==> src/hdl/pointer_tracker_event_queue_assert.svh <==
// Assertion macros shared by the pointer tracker RTL.
// Expects clk and rst_n in scope at the point of use.
`ifndef POINTER_TRACKER_EVENT_QUEUE_ASSERT_SVH
`define POINTER_TRACKER_EVENT_QUEUE_ASSERT_SVH

// Same-cycle implication, checked on every rising edge outside reset
`define PTQ_ASSERT_NOW(label, ante, cons, msg) \
    label: assert property (@(posedge clk) disable iff (!rst_n) (ante) |-> (cons)) \
        else $error(msg);

// Next-cycle implication
`define PTQ_ASSERT_NEXT(label, ante, cons, msg) \
    label: assert property (@(posedge clk) disable iff (!rst_n) (ante) |=> (cons)) \
        else $error(msg);

`endif

==> src/hdl/ptq_ram.sv <==
// Generic single-clock RAM: one write port, one read port, registered read.
// No dependencies.
module ptq_ram #(
    parameter int WIDTH = 8,
    parameter int DEPTH = 16
) (
    input  logic                                        clk,
    input  logic                                        we,
    input  logic [((DEPTH > 1) ? $clog2(DEPTH) : 1)-1:0] waddr,
    input  logic [WIDTH-1:0]                            wdata,
    input  logic                                        re,
    input  logic [((DEPTH > 1) ? $clog2(DEPTH) : 1)-1:0] raddr,
    output logic [WIDTH-1:0]                            rdata
);

    logic [WIDTH-1:0] mem [DEPTH];
    logic [WIDTH-1:0] rdata_reg;

    // Write port
    always_ff @(posedge clk)
    begin
        if (we)
        begin
            mem[waddr] <= wdata;
        end
    end

    // Read port, old data on a same-address write
    always_ff @(posedge clk)
    begin
        if (re)
        begin
            rdata_reg <= mem[raddr];
        end
    end

    assign rdata = rdata_reg;

endmodule

==> config.mk <==
export PLATFORM = sky130hd
export DESIGN_NAME = ptq_ram
export DESIGN_NICKNAME = d
export VERILOG_FILES = /design/src/hdl/pointer_tracker_event_queue_assert.svh /design/src/hdl/ptq_ram.sv
export SDC_FILE = /design/constraint.sdc
export NUM_CORES = 1
export LEC_CHECK = 0
export BUFFER_PORTS_ARGS = -buffer_cell sky130_fd_sc_hd__buf_2
export CELL_PAD_IN_SITES_DETAIL_PLACEMENT = 1
export CELL_PAD_IN_SITES_GLOBAL_PLACEMENT = 1
export CORE_MARGIN = 2
export CORE_UTILIZATION = 25
export CTS_CLUSTER_DIAMETER = 150
export DETAILED_ROUTE_END_ITERATION = 8
export PLACE_DENSITY_LB_ADDON = 0.12
export SLEW_MARGIN = 10
export SYNTH_ARGS = -nofsm -noshare
export SYNTH_HDL_FRONTEND = slang
export SYNTH_SLANG_ARGS = --single-unit
==> constraint.sdc <==
create_clock -name clk -period 3.9 [get_ports clk]
set_input_delay 0 -clock clk [delete_from_list [all_inputs] [get_ports clk]]
set_output_delay 0 -clock clk [all_outputs]
set_load 0.02 [all_outputs]
# Yosys cells after proc, flatten, opt, wreduce, memory -nomap -nowiden
# Memory sizes are Yosys's and may differ from the RTL's. A register that Yosys moved wholly into a read port is not among the register bits.
# Cells that the tools add are included.
# W data, S select, Z words.
# op_classes
n_mux	2
# op_table
operator	n
$mux W1	2
# word_totals
n_memories	1
elab_cells	3
inputBits	19
output_inout_bits	8
reg_bits	0
mem_bits_rw	128
# mem_list
name	words	word_bits	rd	rd_ports_with_merged_regs	wr	line_no	rtl
mem	16	8	1	1	1	ptq_ram.sv:16	logic [WIDTH-1:0] mem [DEPTH];

# Longest topological paths before layout
# Gate-level depths: netlist of run 1.
# depth
ltp_word	2
mapped_depth	5
mapped_depth_nobuf	3

# Least setup slack after synthesis of run 1
# No wires, ideal clock.
# synth_timing
kind	input to register
startpoint	input waddr[2] in the netlist's numbering
endpoint	memory mem[0][0] (enable)
path_slack_ps	2407
t_arrival_ps	1110
setup_ps	383
stages	2
path_buffers	0
path_cell_list	or3b_2 nor3_1
# synth_rtl
item	line_no	rtl
start: declaration	ptq_ram.sv:9	input logic [((DEPTH > 1) ? $clog2(DEPTH) : 1)-1:0] waddr,
end: declaration	ptq_ram.sv:16	
# No word-level cell before the write port.

==> results of run 1 <==
[per-stage QoR]
stage / power, mW / cell area [um^2]
floorplan: 1.776 / 5228
global placement: 1.852 / 5674
detailed placement: 1.854 / 5674
CTS: 3.520 / 6374
global route: 3.589 / 6374
finish: 3.473 / 6374
[power breakdown]
part           internal (mW)  switching [mW]  leakage, nW
logic                 0.0648           0.100        0.554
clock network           1.06           0.593        0.285
registers               1.65         0.00974         1.24
total                   2.77           0.703         2.08
[cell type report]
type,count,area (um^2)
fill,2031,13990
tap,270,337.8
multi-input combinational,83,1062
clock inverter,15,183.9
timing repair buffer,43,280.3
sequential,136,4084
clock buffer,17,425.4
[path summary, 6_finish.rpt]
| path | start | endpoint | cells past startpoint | slack [ns] |
|---|---|---|---|---|
| min | waddr[0] | mem[4][4] | 2 | 0.11 |
| max reg2reg | mem[5][1] | rdata[1] | 3 | 2.38 |
| max | raddr[0] | rdata[4] | 5 | 2.21 |
| min reg2reg | mem[15][3] | rdata[3] | 3 | 0.75 |
[routing by layer]
metal	vias to the layer above	track usage [%]	wire length, um
li1	1089	-	-
met4	0	5.190	248
met5	-	0	0
met2	54	19.26	6054
met3	14	2.945	365
met1	1289	16.81	6133
[Yosys cell counts (all sizes together)]
master         count
and2               1
buf                7
nor3               4
nand3b             2
mux4              32
and2b              1
nor2              13
a22oi             16
nor2b              1
nand3              1
nand2              9
clkdlybuf4s25      3
nand2b             2
edfxtp           136
or3b               1
[cell families after synthesis]
| group | count (synthesis) | synth area share, % |
|---|---|---|
| DFF | 136 | 78.12 |
| and+or+nand+nor | 35 | 3.136 |
| muxes | 32 | 14.79 |
| AOI/OAI and AO/OA | 16 | 2.298 |
| buffers and inverters | 10 | 1.651 |
==> results.toml, run 1 <==
[synthesis]
synth.distinct_cells = 18
yosys_warnings = 0
ys_ff_latch = 136
ys_top_cells_by_area = "edfxtp_1, mux4_2, mux4_1, a22oi_1, nor2_1"
syn_nets = 248
synth_top_cell_by_area = "edfxtp_1"
syn_inst = 229
synth-seq-area-share_pct = 78.12
synth_top_area_share_pct = 78.12
synth_area_per_cell_um2 = 22.83
syn_area_um2 = 5228

[clocking]
path_clk_slew_ns = 0.06
htreeDepth = 4
cts_tree = "yes"
cts.sinks = 136
root_buffer = "clkbuf_16"
cts_setup_buffers = 0
cts_buffers = 17
worst_skew_pair.late_latency_ns = 0.41
ctsHoldBuffers = 9
post_cts_resized = 0
clockBufferDepth = 2

[placement]
place_ws_ns = 1.677
port-buffer-count = 26
place_congestion = 0.7174
placed_cells = 523
dp_hpwl_mm = 8.280

[sta]
finalClockSkew_ns = 0.007106
layout_min_cycle_time_ns = 1.689
slew_headroom_pct = 20.02
fin_crit_sh_pct = 43.32
tns_ns = 0
rsz0062_at_grt = "false"
max_freq_mhz = 592.0
setup_ws_ns = 2.211
hold_slack_ns = 0.1060
worst-slew-pin-transition_ns = 1.195
final-setup-viol-count = 0
hold_viol_final = 0
drv_slew = 0

[layout]
instances_no_fill = 564
layout_commonest_cell = "edfxtp_1"
largest_reg_flops = 128
drive_gt1_share_pct = 27.89
area_growth_syn_to_layout_pct = 21.92
antenna_cells = 0
final_util_pct = 31.30
mostFrequentLayoutCells = "edfxtp_1, buf_2, mux4_2, clkbuf_16, a22oi_1"
layout.nets = 300

[floorplan]
io_pins = 27
die_area_um2 = 22080
start_util_pct = 25.67
core_um2 = 20360
die_x_um = 148.6
dieHeight_um = 148.6
row_count = 52

[routing]
drc = 0
wl_per_cell_um = 22.70
drt-initial-drc-count = 260
vias = 2446
vias_per_cell = 4.337
drt-total-wl_mm = 12.80
ant_nets = 0
dr.pass1.iters = 4

[power_and_ir_drop]
leakage_nw = 2.075
peakVddDrop_v = 0.0002730
p_per_area_nw_per_um2 = 544.8

[setup_path]
crit_required_ns = 4.06
cp_slowest_stage_delay_ns = 0.64
critPathKind = "in -> reg"
crit_arrival_ns = 1.85
path_buf_inv = 2
slowest_stage = "buf_2"
crit_family = "buffers and inverters"
crit_path_max_fanout = 24
worstPathCellList = "buf_2 > buf_4 > mux4_1 > a22oi_1 > nand2_1"
critPathLaunchType = "input pin"
critPathCaptureType = "flip-flop"

[grt]
grt_first_pass_wirelength_mm = 18.80
grt-ovfl-total = 0
grt_max_degree = 33
antenna_found_initial = 0
grtUsageTotal_pct = 12.42
grt_pass1_vias = 2653

[worst_hold_path]
hold_class = "in -> reg"

[run_status]
status = "completed"

[flow_run]
maxCapViolations = 0
(Power assumes the default switching activity.)
==> inputs of run 2 (changes only) <==
==> constraint.sdc (replaced) <==
create_clock -name clk -period 1.4 [get_ports clk]
set_input_delay 0 -clock clk [delete_from_list [all_inputs] [get_ports clk]]
set_output_delay 0 -clock clk [all_outputs]
set_load 0.02 [all_outputs]
==> run 2 against run 1 <==
The flow now finishes with violations (negative setup slack); global-route usage rose by 0.074 points; hold slack better by 0.033 ns; combinational power increased to 3.3 times the previous value; power increased to 2.7 times the previous value; critical path type is now reg -> reg; non-clock buffer count grew 17; final area grew 3.3%; via count grew 2.4%; clock power grew to 2.6 times the previous value.
==> results.toml, run 2 (synthesis results as in run 1) <==
[run_status]
status = "finished with violations"
failed_checks = "negative setup slack"

[sta]
hold_viol_final = 0
setup_ws_ns = -0.02616
fin_crit_sh_pct = 101.9
finalClockSkew_ns = 0.006781
layout_min_cycle_time_ns = 1.426
slew_headroom_pct = 30.69
drv_slew = 0
worst-slew-pin-transition_ns = 1.038
tns_ns = -0.02616
rsz0062_at_grt = "true"
max_freq_mhz = 701.2
final-setup-viol-count = 1
hold_slack_ns = 0.1395

[layout]
layout.nets = 317
fillCellCount = 2040
layout_commonest_cell = "edfxtp_1"
drive_gt1_share_pct = 38.59
instances_no_fill = 581
area_growth_syn_to_layout_pct = 25.99
mostFrequentLayoutCells = "edfxtp_1, mux4_2, buf_2, clkbuf_16, buf_4"
largest_reg_flops = 128
antenna_cells = 0

[clocking]
path_clk_slew_ns = 0.06
worst_skew_pair.late_latency_ns = 0.41
cts_tree = "yes"
cts_buffers = 17
cts.sinks = 136
clockBufferDepth = 2
root_buffer = "clkbuf_16"
htreeDepth = 4

[grt]
grt-ovfl-total = 0
grtUsageTotal_pct = 12.49
grt_first_pass_wirelength_mm = 18.80
grt_pass1_vias = 2739
antenna_found_initial = 0
grt_max_degree = 25

[floorplan]
io_pins = 27
start_util_pct = 25.67
core_um2 = 20360
row_count = 52
die_area_um2 = 22080
die_x_um = 148.6
dieHeight_um = 148.6

[routing]
drt-total-wl_mm = 12.83
ant_nets = 0
drc = 0
drt-initial-drc-count = 162
wl_per_cell_um = 22.09
vias = 2504
dr.pass1.iters = 4
vias_per_cell = 4.310

[setup_path]
crit_arrival_ns = 1.58
critPathLaunchType = "flip-flop"
critPathKind = "reg -> reg"
critPathCaptureType = "flip-flop"
crit_required_ns = 1.55
crit_path_max_fanout = 1

[placement]
place_congestion = 0.6741
placed_cells = 540
port-buffer-count = 26
dp_hpwl_mm = 8.212

[worst_hold_path]
hold_class = "in -> reg"

[power_and_ir_drop]
peakVddDrop_v = 0.0007066
power_mw = 9.496
p_per_area_nw_per_um2 = 1442
leakage_nw = 2.146

[flow_run]
maxCapViolations = 0
run 2: power breakdown:
group	total (mW)	switching, mW	internal (mW)
combinational	0.547	0.308	0.240
sequential	4.62	0.0254	4.59
clock	4.33	1.58	2.76
run 2: repair_timing:
action | CTS | global route
setup endpoints to repair | 8 | 8
buffers inserted | 0 | 0
pin swaps | 6 | 3
gates resized for setup | 16 | 8
hold endpoints to repair | 129 | 0
hold buffers | 9 | 0
run 2: critical path, cell delays in order (launching register included):
cell	delay (ns)
edfxtp_1	0.37
mux4_2	0.48
a22oi_2	0.22
nand2_2	0.10
run 2: stage by stage:
| step | worst slack [ns] | cell area [um^2] | util [%] |
|---|---|---|---|
| floorplan | 0.08857 | 5233 | - |
| global route | -0.06470 | 6586 | 32.34 |
| detailed placement | -0.2959 | 5914 | 29.04 |
| CTS | -0.04219 | 6581 | 32.32 |
| global placement | -0.2882 | 5914 | 29.04 |
| finish | -0.02616 | 6586 | 32.34 |
run 2: worst paths after layout:
check / startpoint / endpoint / slack, ns / cells past startpoint
hold reg to reg: mem[15][2] / rdata[2] / 0.76 / 3
setup / recovery: mem[3][6] / rdata[6] / -0.03 / 3
setup reg to reg: mem[3][6] / rdata[6] / -0.03 / 3
hold / removal: waddr[0] / mem[0][0] / 0.14 / 3
run 2: per-layer routing:
layer | global-route usage [%] | wire length [um] | vias up | share of wire (%)
met3 | 3.067 | 385 | 16 | 3.0
met5 | 0 | 0 | - | 0
met4 | 4.857 | 206 | 0 | 1.6
li1 | - | - | 1109 | -
met2 | 18.36 | 5861 | 44 | 46
met1 | 17.88 | 6378 | 1335 | 50
run 2: final cells by class:
cell class                 count  area, um^2  area share (%)
clock buffer                  20       436.7           6.630
clock inverter                12       132.6           2.014
multi-input combinational     83        1075           16.32
sequential                   136        4084           62.01
tap                          270       337.8           5.129
timing repair buffer          60       520.5           7.903
