File: src/hdl/pointer_tracker_event_queue_assert.svh
// Assertion macros shared by the pointer tracker RTL.
// Expects clk and rst_n in scope at the point of use.
`ifndef POINTER_TRACKER_EVENT_QUEUE_ASSERT_SVH
`define POINTER_TRACKER_EVENT_QUEUE_ASSERT_SVH

// Same-cycle implication, checked on every rising edge outside reset
`define PTQ_ASSERT_NOW(label, ante, cons, msg) \
    label: assert property (@(posedge clk) disable iff (!rst_n) (ante) |-> (cons)) \
        else $error(msg);

// Next-cycle implication
`define PTQ_ASSERT_NEXT(label, ante, cons, msg) \
    label: assert property (@(posedge clk) disable iff (!rst_n) (ante) |=> (cons)) \
        else $error(msg);

`endif

File: src/hdl/ptq_pkg.sv
// Shared types and constants for the pointer tracker event queue.
// No dependencies; used by ptq_regs, ptq_axis and the top level.
package ptq_pkg;

    // Queue geometry; pointers count modulo twice the depth
    localparam int QUEUE_DEPTH = 16;
    localparam int SLOT_W      = (QUEUE_DEPTH > 1) ? $clog2(QUEUE_DEPTH) : 1;
    localparam int PTR_W       = $clog2(2 * QUEUE_DEPTH);

    // APB register window
    localparam int ADDR_W = 5;
    localparam int DATA_W = 32;

    // Register reset values
    localparam logic [7:0]         ACCEL_RESET    = 8'd0;
    localparam logic signed [15:0] CLIP_MIN_RESET = 16'sd0;
    localparam logic signed [15:0] CLIP_MAX_X_RESET = 16'sd1024;
    localparam logic signed [15:0] CLIP_MAX_Y_RESET = 16'sd768;

    // Event kinds
    typedef enum logic [1:0] {
        KIND_REL    = 2'd0,
        KIND_ABS    = 2'd1,
        KIND_SCALED = 2'd2,
        KIND_READ   = 2'd3
    } kind_t;

    // Register indexes (byte address / 4)
    typedef enum logic [2:0] {
        REG_ACCELERATION   = 3'd0,
        REG_CLIP_MIN_X     = 3'd1,
        REG_CLIP_MIN_Y     = 3'd2,
        REG_CLIP_MAX_X     = 3'd3,
        REG_CLIP_MAX_Y     = 3'd4,
        REG_SCREEN_PRESENT = 3'd5
    } reg_idx_t;

    // Configuration seen by the datapath
    typedef struct packed {
        logic [7:0]         acceleration;
        logic signed [15:0] clip_min_x;
        logic signed [15:0] clip_min_y;
        logic signed [15:0] clip_max_x;
        logic signed [15:0] clip_max_y;
        logic               screen_present;
    } cfg_t;

    // One queued button-change entry
    typedef struct packed {
        logic signed [15:0] x;
        logic signed [15:0] y;
        logic [4:0]         buttons;
        logic [31:0]        msec;
        logic [31:0]        counter;
    } q_entry_t;

endpackage

File: src/hdl/ptq_axis.sv
// One axis of the motion datapath: multiply stage, then add and clamp.
// Depends on ptq_pkg.
module ptq_axis (
    input  logic               clk,
    input  logic               load,
    input  logic [1:0]         kind,
    input  logic signed [31:0] coord,
    input  logic [7:0]         acceleration,
    input  logic signed [15:0] clip_min,
    input  logic signed [15:0] clip_max,
    input  logic [1:0]         s1_kind,
    input  logic signed [15:0] cur,
    output logic signed [15:0] pos
);

    // ---- stage 1: acceleration or scaling product ----
    logic signed [16:0] span;
    logic [7:0]         maxacc;
    logic               scaled;
    logic               accel_on;
    logic signed [32:0] mul_a;
    logic signed [16:0] mul_b;
    logic signed [49:0] prod;
    logic               mag4;
    logic               mag5;
    logic               small_mag;
    logic [7:0]         boost;
    logic [49:0]        boost_ext;
    logic [49:0]        boost_val;
    logic [49:0]        val_next;
    logic [49:0]        val_reg;

    assign span     = {clip_max[15], clip_max} - {clip_min[15], clip_min};
    assign maxacc   = (acceleration < 8'd3) ? 8'd2 : acceleration;
    assign scaled   = (kind == ptq_pkg::KIND_SCALED);
    assign accel_on = (kind == ptq_pkg::KIND_REL) && (acceleration != 8'd0);

    // Shared multiplier: unsigned coordinate times span, or delta times gain
    assign mul_a = scaled ? {1'b0, coord} : {coord[31], coord};
    assign mul_b = scaled ? span : {9'd0, maxacc};
    assign prod  = mul_a * mul_b;

    // Magnitude 4 and 5 get acceleration-based boosts, not the product; sign follows the delta
    assign mag4      = (coord == 32'sd4) || (coord == -32'sd4);
    assign mag5      = (coord == 32'sd5) || (coord == -32'sd5);
    assign small_mag = (coord >= -32'sd3) && (coord <= 32'sd3);
    assign boost     = mag4 ? (8'd6 + {2'd0, acceleration[7:2]})
                            : (8'd9 + {1'b0, acceleration[7:1]});
    assign boost_ext = {42'd0, boost};
    assign boost_val = coord[31] ? (50'd0 - boost_ext) : boost_ext;

    always_comb
    begin
        if (scaled)
        begin
            val_next = prod;
        end
        else if (accel_on && (mag4 || mag5))
        begin
            val_next = boost_val;
        end
        else if (accel_on && !small_mag)
        begin
            val_next = prod;
        end
        else
        begin
            val_next = {{18{coord[31]}}, coord};
        end
    end

    always_ff @(posedge clk)
    begin
        if (load)
        begin
            val_reg <= val_next;
        end
    end

    // ---- stage 2: position sum, rounding and clamp ----
    logic [18:0] quot;
    logic        round_up;
    logic [50:0] op_a;
    logic [50:0] op_b;
    logic [50:0] wide;
    logic [50:0] lo_wide;
    logic [50:0] hi_wide;
    logic        below;
    logic        above;
    logic        inverted;
    logic [15:0] top_val;
    logic        s1_scaled;
    logic        s1_rel;

    assign s1_scaled = (s1_kind == ptq_pkg::KIND_SCALED);
    assign s1_rel    = (s1_kind == ptq_pkg::KIND_REL);

    // Round to nearest of product / 2^31, ties broken on the quotient's low bit
    assign quot     = val_reg[49:31];
    assign round_up = val_reg[30] && (val_reg[31] || (val_reg[29:0] != 30'd0));

    assign op_a = s1_scaled ? {{32{quot[18]}}, quot} : {val_reg[49], val_reg};
    always_comb
    begin
        if (s1_rel)
        begin
            op_b = {{35{cur[15]}}, cur};
        end
        else if (s1_scaled)
        begin
            op_b = {{35{clip_min[15]}}, clip_min};
        end
        else
        begin
            op_b = '0;
        end
    end
    assign wide = op_a + op_b + {50'd0, s1_scaled && round_up};

    // Lower bound first, then upper bound
    assign lo_wide  = {{35{clip_min[15]}}, clip_min};
    assign hi_wide  = {{35{clip_max[15]}}, clip_max};
    assign below    = $signed(wide) < $signed(lo_wide);
    assign above    = $signed(wide) >= $signed(hi_wide);
    assign inverted = clip_min >= clip_max;
    assign top_val  = clip_max - 16'd1;

    always_comb
    begin
        if (below)
        begin
            pos = inverted ? top_val : clip_min;
        end
        else if (above)
        begin
            pos = top_val;
        end
        else
        begin
            pos = wide[15:0];
        end
    end

endmodule

File: config.mk
export PLATFORM = sky130hd
export DESIGN_NAME = ptq_axis
export DESIGN_NICKNAME = d
export VERILOG_FILES = /design/src/hdl/pointer_tracker_event_queue_assert.svh /design/src/hdl/ptq_pkg.sv /design/src/hdl/ptq_axis.sv
export SDC_FILE = /design/constraint.sdc
export NUM_CORES = 2
export LEC_CHECK = 0
export BUFFER_PORTS_ARGS = -buffer_cell sky130_fd_sc_hd__buf_2
export CAP_MARGIN = 5
export CORE_MARGIN = 4
export CORE_UTILIZATION = 25
export CTS_BUF_LIST = sky130_fd_sc_hd__clkbuf_4 sky130_fd_sc_hd__clkbuf_8 sky130_fd_sc_hd__clkbuf_16
export DETAILED_ROUTE_END_ITERATION = 6
export PLACE_DENSITY = 0.42
export SYNTH_ARGS = -nofsm -noshare
export SYNTH_HDL_FRONTEND = slang
export SYNTH_SLANG_ARGS = --single-unit
File: constraint.sdc
create_clock -name clk -period 45.1 [get_ports clk]
set_input_delay 13.53 -clock clk [delete_from_list [all_inputs] [get_ports clk]]
set_output_delay 13.53 -clock clk [all_outputs]
set_load 0.005 [all_outputs]
; Word level (Yosys, flattened, before mapping)
; Index checks and enable logic that the tools add are counted.
[op_classes]
mul = 1
order_cmp = 6
add_sub_neg = 7
n_reduce_logical = 15
n_eq_ne = 6
muxes = 14
[op_table]
columns = cell, n
row1 = $mux 50, 4
row2 = $mux 51, 2
row3 = $eq 32x4->1 const B, 3
row4 = $add 51x1->51, 1
row5 = $add 51x51->51, 1
row6 = $ge 51x16->1, 1
row7 = $lt 51x16->1, 1
row8 = $mul 33x17->50, 1
row9 = $mux 49, 1
row10 = $mux 16, 3
row11 = $mux 33, 1
row12 = $eq 32x3->1 const B, 1
row13 = $ge 32x3->1 const B, 1
row14 = $le 32x3->1 const B, 1
row15 = $reduce_bool 30->1, 1
row16 = $mux 17, 1
row17 = $sub 16x16->17, 1
row18 = $ge 16x16->1, 1
row19 = $mux 8, 2
row20 = $sub 16x1->16 const B, 1
row21 = $sub 1x8->9 const A, 1
row22 = $add 4x7->8 const A, 1
row23 = $lt 8x2->1 const B, 1
row24 = $reduce_bool 8->1, 1
row25 = 6 further kinds, 16
[totals]
reg_bits = 50
out_inout_bits = 16

; Longest topological paths before layout
[logic_depth]
depth_word = 8
mapped_depth = 37
ltp_nobuf = 35

; Worst setup path before layout
; OpenSTA, ideal clock, no wires.
[synth_timing]
path_type = input port to output port
from = input port s1_kind[1]
to = output port pos[13]
arrival_ns = 20.093
cell_stages = 27
required_time_ns = 31.570
path_slack_ns = 11.477
path_cell_list = clkbuf_1 -> mux2i_1 -> nor2_1 -> ha_1 -> clkbuf_1 -> a21o_1 -> a21o_1 -> a21oi_1 -> o21ai_0 -> nand3_1 -> nand3_1 -> a31oi_1 -> o21ai_0 -> a221oi_1 -> xnor2_1 -> ha_1 -> a21o_1 -> a21o_1 -> a21o_1 -> a21o_1 -> a21oi_1 -> o22ai_1 -> nor2_1 -> mux2i_1 -> clkbuf_1 -> a21oi_1 -> o32ai_1
[synth_via]
elab_chain_len = 8
[synth_rtl]
columns = item, line_no
row1 = "start, declared", ptq_axis.sv:11  ; input logic [1:0] s1_kind,
row2 = $eq 2x2->1, ptq_axis.sv:95  ; assign s1_scaled = (s1_kind == ptq_pkg::KIND_SCALED);
row3 = $mux 51, ptq_axis.sv:109  ; else if (s1_scaled)
row4 = $mux 51, ptq_axis.sv:105  ; if (s1_rel)
row5 = $add 51x51->51, ptq_axis.sv:118  ; assign wide = op_a + op_b + {50'd0, s1_scaled && round_up};
row6 = $add 51x1->51 (*), ptq_axis.sv:118
row7 = $ge 51x16->1, ptq_axis.sv:124  ; assign above = $signed(wide) >= $signed(hi_wide);
row8 = $mux 16, ptq_axis.sv:134  ; else if (above)
row9 = $mux 16 (*), ptq_axis.sv:130  ; if (below)
row10 = "end, declared", ptq_axis.sv:13  ; output logic signed [15:0] pos
; Mark *: on every way between the ends. The rest lies on a longest branch, timed or not.

; Worst setup path in the final report
[layout_timing]
from = input port s1_kind[1]
to = output port pos[2]
; Same word-level chain as after synthesis.

==> summary.md <==
| Metric | Value |
|---|---|
| Outcome | `finished clean` |
| Max Cap Violations | `0` |
| Die Wd | `353 um` |
| Sum Neg Setup Slack | `0 ps` |
| Fmax | `28.66 MHz` |
| CP startpoint kind | `input port` |
| Post-Syn Area per Cell | `8.268 sq um` |
| Critical Path Max Stage Delay | `910 ps` |
| Worst path slowest cell | `nor4_1` |
| Post-synth cell types | `82` |
| Antenna viol nets, final | `0` |
| TritonCTS buffer count | `5` |
| Post-synth EDFFs | `50` |
| Final hold viol count | `0` |
| All-Layer GR Usage | `0.1680` |
| PnR worst setup slack | `10210 ps` |
| Final core occ | `0.2717` |
| # clock sinks | `50` |
| Max FFs per register | `50` |
| Cell count after synthesis | `3599` |
| Max FO, Critical Path | `18` |
| Initial antenna violation count | `17` |
| Hold Path Stages | `4` |
| WL final | `105200 um` |
| Share of cells above drive strength 1 | `0.05902` |
| Area grow syn2layout | `7.830%` |
| Vias in the first global route | `25870` |
| Vias per cell | `4.807` |
| First-pass GRT wire length | `162200 um` |
| Hold buffer count at cts | `0` |
| Slew @ Worst Pin | `1235 ps` |
| FF+latch count, synth | `50` |
| Detailed Place HPWL | `84220 um` |
| Die Span Y | `353 um` |
| Post-layout min period | `34890 ps` |
| Final setup violation count | `0` |
| CP Data Required Time | `31570 ps` |
| Maximum clock path buffer count | `2` |
| Max-slew headroom | `0.1760` |
| Clock root cell | `clkbuf_16` |
| Initial drt markers | `1581` |
| I/O pin total | `110` |
| Initial Util | `0.2520` |
| TritonRoute pass-1 iters | `5` |
| Port Buf Inserts | `109` |
| Cts repair resizes | `0` |
| Worst slack, placed | `10330 ps` |
| Mapped cell area | `29760 sq um` |
| Setup Fix Bufs, Post-CTS | `0` |
| Post-DR wirelength/cell | `20.53 um` |
| Fin nets | `4495` |
| Crit path DAT | `21360 ps` |
| Final period util | `0.7736` |
| Die area | `124600 sq um` |
| Clock transition at path regs | `70 ps` |
| Final Slew Violations | `0` |
| WHS | `13870 ps` |
| CTS tree | `done` |
| Worst Hold Class | `in2reg` |
| Pin count of the biggest net entering global routing | `51` |
| Top cell by count, worst path | `o21ai_0` |
| Ys async rst share | `0` |
| Final routed DRC violation total | `0` |
| Rows | `126` |
| Synth warn | `0` |
| Main flop type after synthesis | `edfxtp_1` |
| Core area | `118100 sq um` |
| Setup crit end kind | `primary output` |
| Gr ovfl total | `0` |
| Critical Setup Path Class | `in2out` |
| Fraction of the yosys area taken by sequential cells | `0.05046` |
| Routed via count | `24630` |
| GP Congestion | `0.9088` |
| RSZ-0062 raised after global routing | `false` |
| H-Tree Level Count | `2` |
cell usage after synthesis, types with 15 or more instances:
cell      count  share of area
o31ai_1      15         0.0038
o21a_1       19         0.0048
edfxtp_1     50          0.050
o211ai_1     23         0.0058
a21oi_1     168          0.028
nor2b_1      18         0.0038
and2_1      174          0.037
fa_1        539           0.36
a31oi_1      15         0.0032
o21bai_1     16         0.0040
xor2_1       37          0.011
and4_1       18         0.0053
nand2b_1     19         0.0040
a21o_1      114          0.029
nor2_1      142          0.018
and3_1       17         0.0036
mux2i_1      24         0.0081
nand4_1      74          0.016
nor4_1       22         0.0046
ha_1        288           0.12
nand2_1     511          0.064
o21ai_0      80          0.013
xnor2_1      90          0.026
nor3_1       40         0.0067
buf_2        27         0.0045
a211oi_1     15         0.0038
inv_1       685          0.086
clkbuf_1    155          0.020
nand3_1      29         0.0049
o22ai_1      32         0.0067
worst paths after layout:
kind       startpoint         end
max        s1_kind[1]      pos[2]
min   acceleration[1]  val_reg[0]
final cells by class:
type                    count  area (sq um)
flip-flops and latches     50          1501
repair buffers            147         838.3
multi-input cells        2684         25050
clock inverters             3         43.79
fillers                 12920         86000
diodes                     12         30.03
well taps                1536          1922
inverters                 686          2575
clock buffers               5         125.1
through the flow:
stage / area [sq um] / cells
2_1_floorplan: 29810 / 3613
4_1_cts: 32060 / 5111
6_report: 32090 / 5123
3_3_place_gp: 31870 / 5102
3_5_place_dp: 31890 / 5103
5_1_grt: 32060 / 5111
critical path: cells and delay by family:
kind            cells  cell delay [ps]
xor+xnor            1              190
compound gates     12             3150
fa+ha+maj           3              890
simple gates        9             2530
buf+inv             4             1030
layer usage:
layer	wire [um]	global-route usage	vias up	share of wire
met5	9	0	-	0.000086
met4	3421	0.04578	2	0.033
met3	4614	0.01446	124	0.044
met2	47920	0.2762	612	0.46
met1	49220	0.2367	12450	0.47
li1	-	-	11440	-
kinds of logic (layout without fill, tap and decap cells):
family | count (synthesis) | in the layout | share of synthesized area
and+or+nand+nor | 1102 | 1102 | 0.1766
buffers and inverters | 879 | 841 | 0.1129
adders and majority gates | 827 | 827 | 0.4837
AOI/OAI and AO/OA | 584 | 584 | 0.1285
xor gates and xnor gates | 127 | 127 | 0.03738
DFF | 50 | 50 | 0.05046
muxes | 28 | 28 | 0.01009
other | 2 | 28 | 0.0002524
layout by cell type, fill, tap and decap left out, types with 19 or more instances in the layout:
cell type	instances
a21o_1	114
a21oi_1	168
and2_1	174
buf_2	109
buf_4	37
edfxtp_1	50
fa_1	539
ha_1	288
inv_1	685
mux2i_1	22
nand2_1	511
nand3_1	29
nand4_1	74
nor2_1	135
nor3_1	39
nor4_1	22
o211ai_1	23
o21a_1	19
o21ai_0	76
o22ai_1	32
xnor2_1	90
xor2_1	37
Power is left out: the tool's default activity adds up to more than one toggle a clock period on the data nets, which glitch-free logic cannot reach.
