### src/hdl/pointer_tracker_event_queue_assert.svh
// Assertion macros shared by the pointer tracker RTL.
// Expects clk and rst_n in scope at the point of use.
`ifndef POINTER_TRACKER_EVENT_QUEUE_ASSERT_SVH
`define POINTER_TRACKER_EVENT_QUEUE_ASSERT_SVH

// Same-cycle implication, checked on every rising edge outside reset
`define PTQ_ASSERT_NOW(label, ante, cons, msg) \
    label: assert property (@(posedge clk) disable iff (!rst_n) (ante) |-> (cons)) \
        else $error(msg);

// Next-cycle implication
`define PTQ_ASSERT_NEXT(label, ante, cons, msg) \
    label: assert property (@(posedge clk) disable iff (!rst_n) (ante) |=> (cons)) \
        else $error(msg);

`endif

### src/hdl/ptq_pkg.sv
// Shared types and constants for the pointer tracker event queue.
// No dependencies; used by ptq_regs, ptq_axis and the top level.
package ptq_pkg;

    // Queue geometry; pointers count modulo twice the depth
    localparam int QUEUE_DEPTH = 16;
    localparam int SLOT_W      = (QUEUE_DEPTH > 1) ? $clog2(QUEUE_DEPTH) : 1;
    localparam int PTR_W       = $clog2(2 * QUEUE_DEPTH);

    // APB register window
    localparam int ADDR_W = 5;
    localparam int DATA_W = 32;

    // Register reset values
    localparam logic [7:0]         ACCEL_RESET    = 8'd0;
    localparam logic signed [15:0] CLIP_MIN_RESET = 16'sd0;
    localparam logic signed [15:0] CLIP_MAX_X_RESET = 16'sd1024;
    localparam logic signed [15:0] CLIP_MAX_Y_RESET = 16'sd768;

    // Event kinds
    typedef enum logic [1:0] {
        KIND_REL    = 2'd0,
        KIND_ABS    = 2'd1,
        KIND_SCALED = 2'd2,
        KIND_READ   = 2'd3
    } kind_t;

    // Register indexes (byte address / 4)
    typedef enum logic [2:0] {
        REG_ACCELERATION   = 3'd0,
        REG_CLIP_MIN_X     = 3'd1,
        REG_CLIP_MIN_Y     = 3'd2,
        REG_CLIP_MAX_X     = 3'd3,
        REG_CLIP_MAX_Y     = 3'd4,
        REG_SCREEN_PRESENT = 3'd5
    } reg_idx_t;

    // Configuration seen by the datapath
    typedef struct packed {
        logic [7:0]         acceleration;
        logic signed [15:0] clip_min_x;
        logic signed [15:0] clip_min_y;
        logic signed [15:0] clip_max_x;
        logic signed [15:0] clip_max_y;
        logic               screen_present;
    } cfg_t;

    // One queued button-change entry
    typedef struct packed {
        logic signed [15:0] x;
        logic signed [15:0] y;
        logic [4:0]         buttons;
        logic [31:0]        msec;
        logic [31:0]        counter;
    } q_entry_t;

endpackage

### src/hdl/ptq_regs.sv
// APB configuration registers of the pointer tracker.
// Depends on ptq_pkg.
module ptq_regs (
    input  logic                        clk,
    input  logic                        rst_n,
    input  logic                        psel,
    input  logic                        penable,
    input  logic                        pwrite,
    input  logic [ptq_pkg::ADDR_W-1:0]  paddr,
    input  logic [ptq_pkg::DATA_W-1:0]  pwdata,
    output logic [ptq_pkg::DATA_W-1:0]  prdata,
    output logic                        pready,
    output ptq_pkg::cfg_t               cfg
);

    ptq_pkg::cfg_t     cfg_reg;
    ptq_pkg::reg_idx_t idx;
    logic              wr_en;

    assign idx    = ptq_pkg::reg_idx_t'(paddr[4:2]);
    assign wr_en  = psel && penable && pwrite;
    assign pready = 1'b1;
    assign cfg    = cfg_reg;

    // Register writes
    always_ff @(posedge clk or negedge rst_n)
    begin
        if (!rst_n)
        begin
            cfg_reg.acceleration   <= ptq_pkg::ACCEL_RESET;
            cfg_reg.clip_min_x     <= ptq_pkg::CLIP_MIN_RESET;
            cfg_reg.clip_min_y     <= ptq_pkg::CLIP_MIN_RESET;
            cfg_reg.clip_max_x     <= ptq_pkg::CLIP_MAX_X_RESET;
            cfg_reg.clip_max_y     <= ptq_pkg::CLIP_MAX_Y_RESET;
            cfg_reg.screen_present <= 1'b1;
        end
        else if (wr_en)
        begin
            case (idx)
                ptq_pkg::REG_ACCELERATION:   cfg_reg.acceleration   <= pwdata[7:0];
                ptq_pkg::REG_CLIP_MIN_X:     cfg_reg.clip_min_x     <= pwdata[15:0];
                ptq_pkg::REG_CLIP_MIN_Y:     cfg_reg.clip_min_y     <= pwdata[15:0];
                ptq_pkg::REG_CLIP_MAX_X:     cfg_reg.clip_max_x     <= pwdata[15:0];
                ptq_pkg::REG_CLIP_MAX_Y:     cfg_reg.clip_max_y     <= pwdata[15:0];
                ptq_pkg::REG_SCREEN_PRESENT: cfg_reg.screen_present <= pwdata[0];
                default: ;
            endcase
        end
    end

    // Read mux, zero-extended
    always_comb
    begin
        case (idx)
            ptq_pkg::REG_ACCELERATION:   prdata = {24'd0, cfg_reg.acceleration};
            ptq_pkg::REG_CLIP_MIN_X:     prdata = {16'd0, cfg_reg.clip_min_x};
            ptq_pkg::REG_CLIP_MIN_Y:     prdata = {16'd0, cfg_reg.clip_min_y};
            ptq_pkg::REG_CLIP_MAX_X:     prdata = {16'd0, cfg_reg.clip_max_x};
            ptq_pkg::REG_CLIP_MAX_Y:     prdata = {16'd0, cfg_reg.clip_max_y};
            ptq_pkg::REG_SCREEN_PRESENT: prdata = {31'd0, cfg_reg.screen_present};
            default:                     prdata = '0;
        endcase
    end

endmodule

### config.mk
export PLATFORM = sky130hd
export DESIGN_NAME = ptq_regs
export DESIGN_NICKNAME = d
export VERILOG_FILES = /design/src/hdl/pointer_tracker_event_queue_assert.svh /design/src/hdl/ptq_pkg.sv /design/src/hdl/ptq_regs.sv
export SDC_FILE = /design/constraint.sdc
export NUM_CORES = 1
export LEC_CHECK = 0
export BUFFER_PORTS_ARGS = -buffer_cell sky130_fd_sc_hd__buf_2
export CAP_MARGIN = 20
export CORE_UTILIZATION = 53
export CTS_BUF_LIST = sky130_fd_sc_hd__clkbuf_4 sky130_fd_sc_hd__clkbuf_8
export DETAILED_ROUTE_END_ITERATION = 7
export PLACE_DENSITY = 0.87
export SLEW_MARGIN = 10
export SYNTH_ARGS = -nofsm -noshare
export SYNTH_HDL_FRONTEND = slang
export SYNTH_SLANG_ARGS = --single-unit
### constraint.sdc
create_clock -name clk -period 2.3 [get_ports clk]
set_clock_uncertainty 0.2 [all_clocks]
set_input_delay 0.23 -clock clk [delete_from_list [all_inputs] [get_ports clk]]
set_output_delay 0.23 -clock clk [all_outputs]
set_load 0.05 [all_outputs]
=== Word-level counts from Yosys, hierarchy flattened ===
Cells that the tools add are included.

* Memories: 0
* Bits in registers: 73
* Memory bits (read-only): 0
* Bits in latches: 0
* Bits in writable memories: 0
* Word-level logic and storage cells: 21

* Multiplexer cells: 1
* $lt $le $gt $ge: 0
* Div/mod/pow operators: 0
* Shift operators: 0
* Multiply operators: 0
* $add $sub $neg: 0
* Reduce and logical (&&, ||, !) cells: 9
* Eq/ne operators: 5
* Bitwise logic cells: 0

{| class="wikitable"
|+ Operator list
! kind !! count
|-
| $pmux W16 S6 || 1
|-
| $reduce_and A2 Y1 || 6
|-
| $eq A3 B2 Y1 const B || 2
|-
| $eq A3 B3 Y1 const B || 2
|-
| $eq A3 B1 Y1 const B || 1
|-
| $logic_not A3 Y1 || 1
|-
| $logic_and A1 B1 Y1 || 2
|}

=== Logic depth before layout (Yosys ltp) ===
Gate-level depths: netlist of run 1.

* Depth in word-level cells: 3
* Depth in mapped cells: 6
* Gate-level depth less buffers: 3

=== Least setup slack after synthesis of run 1 ===
OpenSTA, ideal clock, no wires.

* Kind: flip-flop to output port
* Start: reg cfg_reg, in the netlist cfg[0]
* End: out prdata[0] (netlist name)
* Data required time: 1870 ps
* Cell stages (with the launch flop): 4
* Path buffers: 0
* Arrival time: 2035 ps
* Slack: -165 ps
* Cells stage by stage: dfstp_2 > mux2_2 > a21oi_1 > o21ai_0

* Word-level cells in the longest chain between the ends: 1

{| class="wikitable"
|+ Ends and longest elaborated chain
! what !! line !! RTL
|-
| start: declaration || ptq_regs.sv:16 || <nowiki>ptq_pkg::cfg_t cfg_reg;</nowiki>
|-
| $pmux W16 S6 || ptq_regs.sv:54 || <nowiki>case (idx)</nowiki>
|-
| end: declaration || ptq_regs.sv:11 || <nowiki>output logic [ptq_pkg::DATA_W-1:0] prdata,</nowiki>
|}

No other way between the ends.

=== Worst setup path after layout of run 1 ===
* Start: in paddr[3] (netlist name)
* End: out prdata[11] (netlist name)

* Word-level cells in the longest chain between the ends: 2
* Elaborated cells between the ends (all ways): 7

{| class="wikitable"
|+ Ends and longest elaborated chain
! what !! line !! RTL
|-
| start: declaration || ptq_regs.sv:9 || <nowiki>input logic [ptq_pkg::ADDR_W-1:0] paddr,</nowiki>
|-
| $eq A3 B3 Y1 (tied with other cells) || ptq_regs.sv:54 ||
|-
| $pmux W16 S6 * || ptq_regs.sv:54 ||
|}

Every way passes the cells marked *; elsewhere a longest branch is shown, timed or not.

==> results of run 1 <==
[logic make-up after synthesis]
logic type / Yosys count / share of synthesized area, %
AND/OR/NAND/NOR: 26 / 5.276
multiplexers: 90 / 29.04
AO/OA/AOI/OAI: 35 / 7.118
other: 2 / 0.2125
buffers and inverters: 34 / 6.516
flip-flops: 73 / 51.84
[Yosys cell counts, types with 3 or more instances]
cell	count	share of area (%)
nand2_1	7	0.74
o221ai_1	5	1.2
mux2_4	8	3.4
mux2i_1	14	4.0
nand3_1	3	0.42
dfstp_2	4	3.0
buf_6	3	0.96
a22oi_1	14	3.0
dfrtp_1	69	49
mux2_2	68	22
nor2b_1	4	0.71
buf_2	7	0.99
buf_4	19	4.0
o22ai_1	10	1.8
[tightest hold or removal path, cell delays in order]
cell,delay (ps)
buf_2,120
and3_1,160
nand3_1,90
mux2_2,150
[stage by stage]
step | util, % | area, um2
after global routing | 71.40 | 4559
after floorplan | - | 3590
after CTS | 71.40 | 4559
after global placement | 65.69 | 4195
after detailed placement | 65.69 | 4195
final | 71.40 | 4559
[final cells by class]
type / count / area share, %
flip-flops and latches: 73 / 40.18
multi-input cells: 168 / 33.51
repair buffers: 149 / 19.87
clock buffers: 10 / 3.019
well taps: 77 / 2.113
clock inverters: 5 / 1.235
inverters: 1 / 0.08233
[final timing paths]
path                              end  slack, ps  cells past startpoint
setup / recovery           prdata[11]        300                      7
hold / removal                 cfg[0]        230                      4
setup reg to reg              cfg[13]       1300                      1
hold reg to reg               cfg[28]        330                      1
max in group asynchronous     cfg[27]       1320                      3
min in group asynchronous     cfg[45]        250                      3
[power groups by stage]
stage	clock network (W)	registers [W]	logic (W)
final	0.000994	0.00174	0.00196
after global routing	0.00107	0.00178	0.00204
after CTS	0.00101	0.00174	0.00197
after detailed placement	0	0.00176	0.00194
after global placement	0	0.00174	0.00191
after floorplan	0	0.00262	0.000611
[per-layer routing]
| layer | share of wire [%] | vias up | global-route usage (%) |
|---|---|---|---|
| li1 | - | 1201 | - |
| met1 | 44 | 1346 | 34.73 |
| met2 | 49 | 109 | 41.76 |
| met3 | 5.8 | 9 | 6.034 |
| met4 | 1.0 | 0 | 8.475 |
| met5 | 0 | - | 0 |
[placed cells by master (no fill, tap or decap), types with 3 or more instances in the layout]
cell	instances
a22oi_1	14
dfstp_2	4
buf_2	112
conb_1	17
nand2_1	7
buf_4	18
o221ai_1	5
nand3_1	3
mux2_4	8
dfrtp_1	69
o22ai_1	10
mux2_2	68
mux2i_1	14
dlygate4sd3_1	17
nor2b_1	4
clkbuf_8	10
==> metrics.md, run 1 <==
| Metric | Value |
|---|---|
| TritonCTS Buffers | `9` |
| Crit-path leading delay family | `buffers and inverters` |
| Relative slew slack | `59.31%` |
| Root Driver | `clkbuf_8` |
| Outcome | `finished, final reports clean` |
| Starting Density | `between 50% and 60%` |
| DRT iter0 DRCs | `142` |
| Post-synthesis cell area | `3533 um2` |
| Area growth from synthesis to layout | `29.04%` |
| Htree depth | `3` |
| Vias/cell | `5.518` |
| Combinational Power Share | `41.7%` |
| Layout cells sized above 1 | `56.90%` |
| Drc violations | `0` |
| TNS Setup | `0 ps` |
| Netlist cell types | `32` |
| CP arrival | `1570 ps` |
| Most used DFF post-synth | `dfrtp_1` |
| Gr usage total | `~26%` |
| CP Max Fanout | `10` |
| Critical Path Sink Type | `primary output` |
| RSZ-0062 raised after global routing | `no` |
| Final layout net count | `444` |
| Switching power | `0.002103 W` |
| Setup WS post-layout | `303.7 ps` |
| Worst path max stage delay | `300 ps` |
| Vias in the first global route | `between 2000 and 3000` |
| Peak supply drop | `0.6851 mV` |
| Leakage Power | `2.356 nW` |
| Syn_area_per_cell | `~14 um2` |
| Worst Max-Slew Pin Slew | `~610 ps` |
| Initial antenna violation count | `0` |
| Core Area | `between 6000 and 7000 um2` |
| Std cell rows | `29` |
| Largest net degree at the start of global routing | `74` |
| Routability cong. | `~0.76` |
| Routed WL per cell | `17.99 um` |
| Seq pwr share | `37.1%` |
| DP Wirelength | `6002 um` |
| GRT overflow | `0` |
| Final period utilization | `between 80% and 90%` |
| DRT Pass-1 Iters | `4` |
| Max-slew violation count | `0` |
| Critical path, cell by cell | `buf_2 -> buf_4 -> nor2b_1 -> buf_4 -> a22oi_1 -> o22ai_1 -> buf_2` |
| Vias | `2665` |
| Post-cts hold buffer count | `17` |
| Fmax achieved | `around 500 MHz` |
| Die height | `83.65 um` |
| Postcts setup bufs | `0` |
| Reg clk slew, reported paths | `~80 ps` |
| Register area share after synthesis | `51.84%` |
| P_int | `between 0.002 and 0.003 W` |
| Post_cts resized | `0` |
| N_diodes | `0` |
| Clock tree buffer depth | `2` |
| Non-filler instance count after layout | `483` |
| Total Power | `approximately 0.0047 W` |
| Crit path from | `paddr[3]` |
| Worst Min Path Start | `penable` |
| Die Width | `approximately 84 um` |
| Critical path buffers and inverters | `4` |
| Post-synth EDFFs | `0` |
| Final setup viols | `0` |
| Final Critical Period | `1996 ps` |
| Pwr dens | `1030 nW/um2` |
| Critical setup path kind | `input pin to primary output` |
| Final WL | `8688 um` |
| Filler cells | `459` |
| Port bufs | `112` |
| Power share of the clock group | `between 20% and 30%` |
| Max FFs per register | `73` |
| Footprint of the multi-input gates | `1528 um2` |
| Max_cap viols | `0` |
| Post-Syn Instances | `260` |
| Register area | `1832 um2` |
| CP max-delay cell | `buf_2` |
| ANT nets after route | `0` |
| First-pass GRT wire length | `roughly 14000 um` |
| Final Hold Fails | `0` |
| Min-Delay Path Class | `input pin to flip-flop` |
| # IOs | `approximately 150` |
| Hold slack | `232.6 ps` |
| CP required | `1870 ps` |
| Clock sink count | `73` |
| Full die area | `6997 um2` |
| RR Startpoint | `cfg[13]` |
| Asr flop ratio synth | `100.0%` |
| Startpoint types | `input pin` |
| TritonCTS clock tree | `yes` |
| # placed instances | `451` |
| Number of warning messages in the yosys log | `0` |
| Worst skew pair latency | `roughly 350 ps` |
| Synthesis-stage register bit count | `73` |
| Pre-CTS setup slack | `319.7 ps` |
| Sw Ratio | `between 40 and 50%` |
No activity file was read; power rests on OpenSTA's default activity.
==> inputs of run 2 (changes only) <==
--- a/config.mk
+++ b/config.mk
@@ -5,12 +5,13 @@
 export SDC_FILE = /design/constraint.sdc
 export NUM_CORES = 1
 export LEC_CHECK = 0
+export ABC_AREA = 1
 export BUFFER_PORTS_ARGS = -buffer_cell sky130_fd_sc_hd__buf_2
 export CAP_MARGIN = 20
-export CORE_UTILIZATION = 53
+export CORE_UTILIZATION = 54
 export CTS_BUF_LIST = sky130_fd_sc_hd__clkbuf_4 sky130_fd_sc_hd__clkbuf_8
 export DETAILED_ROUTE_END_ITERATION = 7
-export PLACE_DENSITY = 0.87
+export PLACE_DENSITY_LB_ADDON = 0.3
 export SLEW_MARGIN = 10
 export SYNTH_ARGS = -nofsm -noshare
 export SYNTH_HDL_FRONTEND = slang
==> run 2 against run 1 <==
- sequential cell count unchanged
- via count increased by 30%
- clock power rose by 38%
- maximum frequency fell by 0.45%
- critical path type unchanged
- highest routed layer unchanged
==> metrics.md, run 2 <==
| Metric | Value |
|---|---|
| Outcome | `finished, final reports clean` |
| Startpoint types | `input pin` |
| RSZ-0062 raised after global routing | `no` |
| Min-Delay Path Class | `input pin to async pin` |
| Pwr dens | `1071 nW/um2` |
| Final Hold Fails | `0` |
| Std cell rows | `29` |
| Critical Path Sink Type | `primary output` |
| N_diodes | `0` |
| Critical setup path kind | `input pin to primary output` |
| Final period utilization | `87.19%` |
| Biggest area consumer among synthesized cells | `dfrtp_1` |
| Post-cts hold buffer count | `17` |
| Total Power | `0.004951 W` |
| Worst path max stage delay | `290 ps` |
| TritonCTS clock tree | `yes` |
| Starting Density | `56.23%` |
| TritonCTS Buffers | `9` |
| Combinational Power Share | `between 30% and 40%` |
| Post_cts resized | `0` |
| Root Driver | `clkbuf_8` |
| TNS Setup | `0 ps` |
| Peak supply drop | `0.6409 mV` |
| Syn_area_per_cell | `7.840 um2` |
| Footprint of the multi-input gates | `1324 um2` |
| Seq pwr share | `35.1%` |
| Clock sink count | `73` |
| Vias in the first global route | `roughly 3300` |
| CP required | `1870 ps` |
| Vias | `about 3500` |
| Register area | `1832 um2` |
| Filler cells | `518` |
| Synthesis-stage register bit count | `73` |
| Layout cells sized above 1 | `a little over a quarter` |
| Cell with the most instances after synthesis | `nand2_1` |
| Fmax achieved | `498.7 MHz` |
| Post-synthesis cell area | `3591 um2` |
| Die height | `83.55 um` |
| Post-Syn Instances | `between 400 and 500` |
| Number of warning messages in the yosys log | `0` |
| Asr flop ratio synth | `100.0%` |
| Htree depth | `3` |
| DRT iter0 DRCs | `315` |
| Max_cap viols | `0` |
| Netlist cell types | `22` |
| Switching power | `0.002141 W` |
| Clock tree buffer depth | `2` |
| CP max-delay cell | `nor2_2` |
| Max FFs per register | `73` |
| Max-slew violation count | `0` |
| Register area share after synthesis | `51.01%` |
| Crit-path leading delay family | `simple AND/OR/NAND/NOR gates` |
| Leakage Power | `~2.6 nW` |
| Critical Path Stages | `7` |
| Non-filler instance count after layout | `670` |
| P_int | `0.002810 W` |
| DRT Pass-1 Iters | `5` |
| Most frequent cells in the layout | `nand2_1, buf_2, dfrtp_1` |
| Routed WL per cell | `14.68 um` |
| Worst skew pair latency | `340 ps` |
| DP Wirelength | `around 6500 um` |
| Area growth from synthesis to layout | `28.75%` |
| First-pass GRT wire length | `16050 um` |
| Placed Area | `about 4200 um2` |
| Largest net degree at the start of global routing | `50` |
| Post-synth EDFFs | `0` |
| Routability cong. | `between 0.8 and 0.9` |
| Design area | `4623 um2` |
| Initial antenna violation count | `0` |
| Final setup viols | `0` |
| CP arrival | `1580 ps` |
| Die Width | `83.55 um` |
| Worst Reg-to-Reg Cells | `2` |
| Power share of the clock group | `27.6%` |
| CP Max Fanout | `14` |
| Relative slew slack | `53.36%` |
| Core Area | `6386 um2` |
| Worst Max-Slew Pin Slew | `697.1 ps` |
| GRT overflow | `0` |
| Port bufs | `between 100 and 150` |
| Final Critical Period | `2005 ps` |
| Critical path, cell by cell | `buf_2 -> nor2_2 -> nand2_1 -> nor2_1 -> nor2_1 -> nand2_1 -> buf_2` |
| Critical path buffers and inverters | `2` |
| Most used DFF post-synth | `dfrtp_1` |
| Sw Ratio | `43.24%` |
| Most frequent cells after synthesis | `nand2_1, dfrtp_1, inv_1, o21ai_0, o21ai_1` |
| Reg clk slew, reported paths | `approximately 70 ps` |
| Final WL | `9834 um` |
| Gr usage total | `approximately 30%` |
| Top cells by area, synth | `dfrtp_1, nand2_1, o21ai_0` |
| Drc violations | `0` |
| Area fraction of the dominant cell type after synthesis | `48.08%` |
| Postcts setup bufs | `0` |
| # IOs | `148` |
| Vias/cell | `5.187` |
| # placed instances | `about 640` |
| ANT nets after route | `0` |
| Final layout net count | `630` |
| Full die area | `6980 um2` |
## run 2: changes by cell type after synthesis, moves of 5 or more
cell,previous run,this run
nand2_1,7,112
mux2_2,68,0
inv_1,1,63
o21ai_0,1,55
o21ai_1,0,31
nor2_1,1,28
nand3_1,3,21
nand4_1,0,15
a22oi_1,14,0
mux2i_1,14,0
o22ai_1,10,0
mux2_4,8,0
a21oi_1,2,9
o221ai_1,5,0
## run 2: kinds of logic after synthesis
kind of cell / share of synthesized area [%]
flip-flops: 51.01
AO/OA/AOI/OAI: 13.24
buffers and inverters: 13.69
other: 0.2091
AND/OR/NAND/NOR: 21.85
## run 2: cell type report
class	count	area share [%]
Clock inverter	5	2.706
Multi-Input combinational cell	295	28.63
Timing Repair Buffer	142	18.19
Tap cell	77	2.084
Inverter	67	5.494
Sequential cell	73	39.62
Clock buffer	11	3.275
## run 2: worst paths after layout
kind                                from         to  slack [ps]
min in group clk                paddr[3]     cfg[0]         150
max in group asynchronous          rst_n    cfg[10]        1370
worst min-delay path               rst_n    cfg[49]          20
worst min register to register   cfg[10]    cfg[10]         310
worst max register to register   cfg[27]    cfg[27]        1260
worst max-delay path            paddr[2]  prdata[3]         290
## run 2: through the flow
stage                     setup WS (ps)  hold slack, ps  utilization (%)
after CTS                         329.3           20.42            72.39
after global routing              156.5           14.73            72.39
after global placement            286.5          -159.8            65.40
final                             294.6           18.97            72.39
after floorplan                   482.5          -265.6                -
after detailed placement          224.5          -164.5            65.40
## run 2: metal layers
layer | up-vias | part of all wire [%] | track usage, % | wire [um]
li1 | 1678 | - | - | -
met1 | 1622 | 42 | 37.92 | 4095
met2 | 152 | 50 | 48.51 | 4886
met3 | 23 | 6.6 | 7.517 | 647
met4 | 0 | 2.1 | 11.09 | 205
met5 | - | 0 | 0 | 0
## run 2: power by group through the flow
stage / sequential [W] / combinational, W / clock, W
2_1_floorplan: 0.00260 / 0.000539 / 0
6_report: 0.00174 / 0.00185 / 0.00137
5_1_grt: 0.00176 / 0.00196 / 0.00145
3_3_place_gp: 0.00174 / 0.00180 / 0
4_1_cts: 0.00173 / 0.00185 / 0.00138
3_5_place_dp: 0.00175 / 0.00183 / 0
==> inputs of run 3 (changes only) <==
--- a/config.mk
+++ b/config.mk
@@ -8,10 +8,12 @@
 export ABC_AREA = 1
 export BUFFER_PORTS_ARGS = -buffer_cell sky130_fd_sc_hd__buf_2
 export CAP_MARGIN = 20
+export CORE_ASPECT_RATIO = 1.5
 export CORE_UTILIZATION = 54
 export CTS_BUF_LIST = sky130_fd_sc_hd__clkbuf_4 sky130_fd_sc_hd__clkbuf_8
 export DETAILED_ROUTE_END_ITERATION = 7
 export PLACE_DENSITY_LB_ADDON = 0.3
+export SKIP_LAST_GASP = 1
 export SLEW_MARGIN = 10
 export SYNTH_ARGS = -nofsm -noshare
 export SYNTH_HDL_FRONTEND = slang
==> run 3 against run 2 <==
- non-clock buffer count decreased by 1
- hold slack improved by 100 ps
- core utilization decreased by 1.2 points
- first-iteration DRC count decreased by 5.1%
- sequential power about the same
- final cell count decreased by 0.30%
- design area decreased by 0.76%
- largest cell class unchanged
- largest power group unchanged
- highest routed layer unchanged
==> metrics.md, run 3 (synthesis results as in run 2) <==
| Metric | Value |
|---|---|
| Outcome | `finished, final reports clean` |
| Max-slew violation count | `0` |
| GRT overflow | `0` |
| CP max-delay cell | `nand2_1` |
| Filler cells | `547` |
| Critical path buffers and inverters | `2` |
| ANT nets after route | `0` |
| Htree depth | `3` |
| Hold slack | `between 100 and 150 ps` |
| Worst Min Path Start | `pwrite` |
| Startpoint types | `input pin` |
| Max FFs per register | `73` |
| RR Startpoint | `cfg[27]` |
| Fin util | `71.23%` |
| Hold Path Cell Cnt | `5` |
| Core Area | `6441 um2` |
| Relative slew slack | `39.32%` |
| Drc violations | `0` |
| Die Width | `between 60 and 70 um` |
| Final Hold Fails | `0` |
| CP arrival | `~1500 ps` |
| Postcts setup bufs | `0` |
| Port bufs | `approximately 110` |
| Vias | `3501` |
| Critical Path Sink Type | `primary output` |
| First-pass GRT wire length | `about 15000 um` |
| CP required | `1870 ps` |
| RR Endpoint | `cfg[27]` |
| Std cell rows | `36` |
| N_diodes | `0` |
| Gr usage total | `30.10%` |
| Worst path max stage delay | `280 ps` |
| Leakage Power | `~2.5 nW` |
| DP Wirelength | `6545 um` |
| Vias in the first global route | `3161` |
| Worst Reg-to-Reg Cells | `2` |
| Crit-path leading delay family | `simple AND/OR/NAND/NOR gates` |
| DRT iter0 DRCs | `299` |
| Starting Density | `between 50 and 60%` |
| Final period utilization | `84.75%` |
| Final layout net count | `629` |
| Clock sink count | `73` |
| Area growth from synthesis to layout | `27.77%` |
| Critical Path Stages | `7` |
| Die height | `between 100 and 150 um` |
| # placed instances | `635` |
| Routed WL per cell | `about 15 um` |
| Worst skew pair latency | `350 ps` |
| RSZ-0062 raised after global routing | `no` |
| Fmax achieved | `just over 500 MHz` |
| TritonCTS clock tree | `yes` |
| Largest net degree at the start of global routing | `74` |
| Full die area | `6987 um2` |
| R2r setup slk | `1270 ps` |
| Crit path from | `paddr[2]` |
| Worst Max-Slew Pin Slew | `910.2 ps` |
| # IOs | `148` |
| Min-Delay Path Class | `input pin to flip-flop` |
| CP Max Fanout | `14` |
| Most frequent cells in the layout | `nand2_1, buf_2, dfrtp_1` |
| DRT Pass-1 Iters | `6` |
| Initial antenna violation count | `0` |
| Final Critical Period | `just under 2000 ps` |
| Critical path, cell by cell | `buf_2 -> nor2_2 -> nand2_1 -> nor2_1 -> nor2_1 -> nand2_1 -> buf_2` |
| Vias/cell | `~5.2` |
| Non-filler instance count after layout | `668` |
| Final setup viols | `0` |
| WHS Endpoint | `cfg[2]` |
| TritonCTS Buffers | `9` |
| Pwr dens | `1051 nW/um2` |
| Peak supply drop | `0.6731 mV` |
| Clock tree buffer depth | `2` |
| Layout cells sized above 1 | `26.18%` |
| Root Driver | `clkbuf_8` |
| Max_cap viols | `0` |
| TNS Setup | `0 ps` |
| Critical setup path kind | `input pin to primary output` |
| Routability cong. | `around 0.8` |
| Leading cell type in the layout, fill and taps excluded | `nand2_1` |
| Reg clk slew, reported paths | `around 80 ps` |
| Final WL | `slightly below 10000 um` |
run 3: changes by cell type in the layout (fill, tap and decap cells not counted):
cell and change:
bufinv_16 -1, clkbuf_4 +1, clkinvlp_4 +1, buf_2 -1, clkbuf_8 -1
run 3: cell type report:
class	count	area [um2]	area share (%)
flip-flops and latches	73	1832	39.92
multi-input cells	295	1324	28.85
repair buffers	141	835.8	18.22
inverters	67	254.0	5.536
clock buffers	11	145.1	3.163
clock inverters	5	102.6	2.236
well taps	76	95.09	2.073
run 3: through the flow:
stage	power, W	worst slack, ps	instance area [um2]
after floorplan	0.003140	482.5	3647
after detailed placement	0.003574	238.6	4170
after global placement	0.003535	334.5	4170
after CTS	0.004832	360.0	4588
after global routing	0.005031	218.5	4588
final	0.004821	350.6	4588
run 3: worst register-to-register path, stage by stage (launching register included):
cell     delay (ps)
dfstp_2         530
inv_1            50
o21ai_0         170
run 3: what timing repair did:
action / 4_1_cts / 5_1_grt
resized for setup: 0 / 0
hold endpoints to repair: 122 / 0
hold buffers: 17 / 0
run 3: worst max path at each step:
stage                  to  slack [ps]
6_report        prdata[7]         350
5_1_grt        prdata[10]         220
4_1_cts        prdata[10]         360
3_5_place_dp      cfg[66]         240
3_3_place_gp      cfg[72]         330
2_1_floorplan  prdata[11]         480
run 3: power by group:
part / leakage [nW] / switching, W / internal (W) / total [W]
registers: 0.924 / 0.000189 / 0.00154 / 0.00173
clock network: 0.123 / 0.000486 / 0.000760 / 0.00125
logic: 1.50 / 0.00147 / 0.000380 / 0.00185
total: 2.55 / 0.00214 / 0.00268 / 0.00482
run 3: metal layers:
metal  vias to the layer above  global-route usage, %  wire (um)
li1                       1674                      -          -
met1                      1649                  37.49       3987
met2                       154                  48.87       4890
met3                        24                  5.692        517
met4                         0                  15.38        296
met5                         -                      0          0
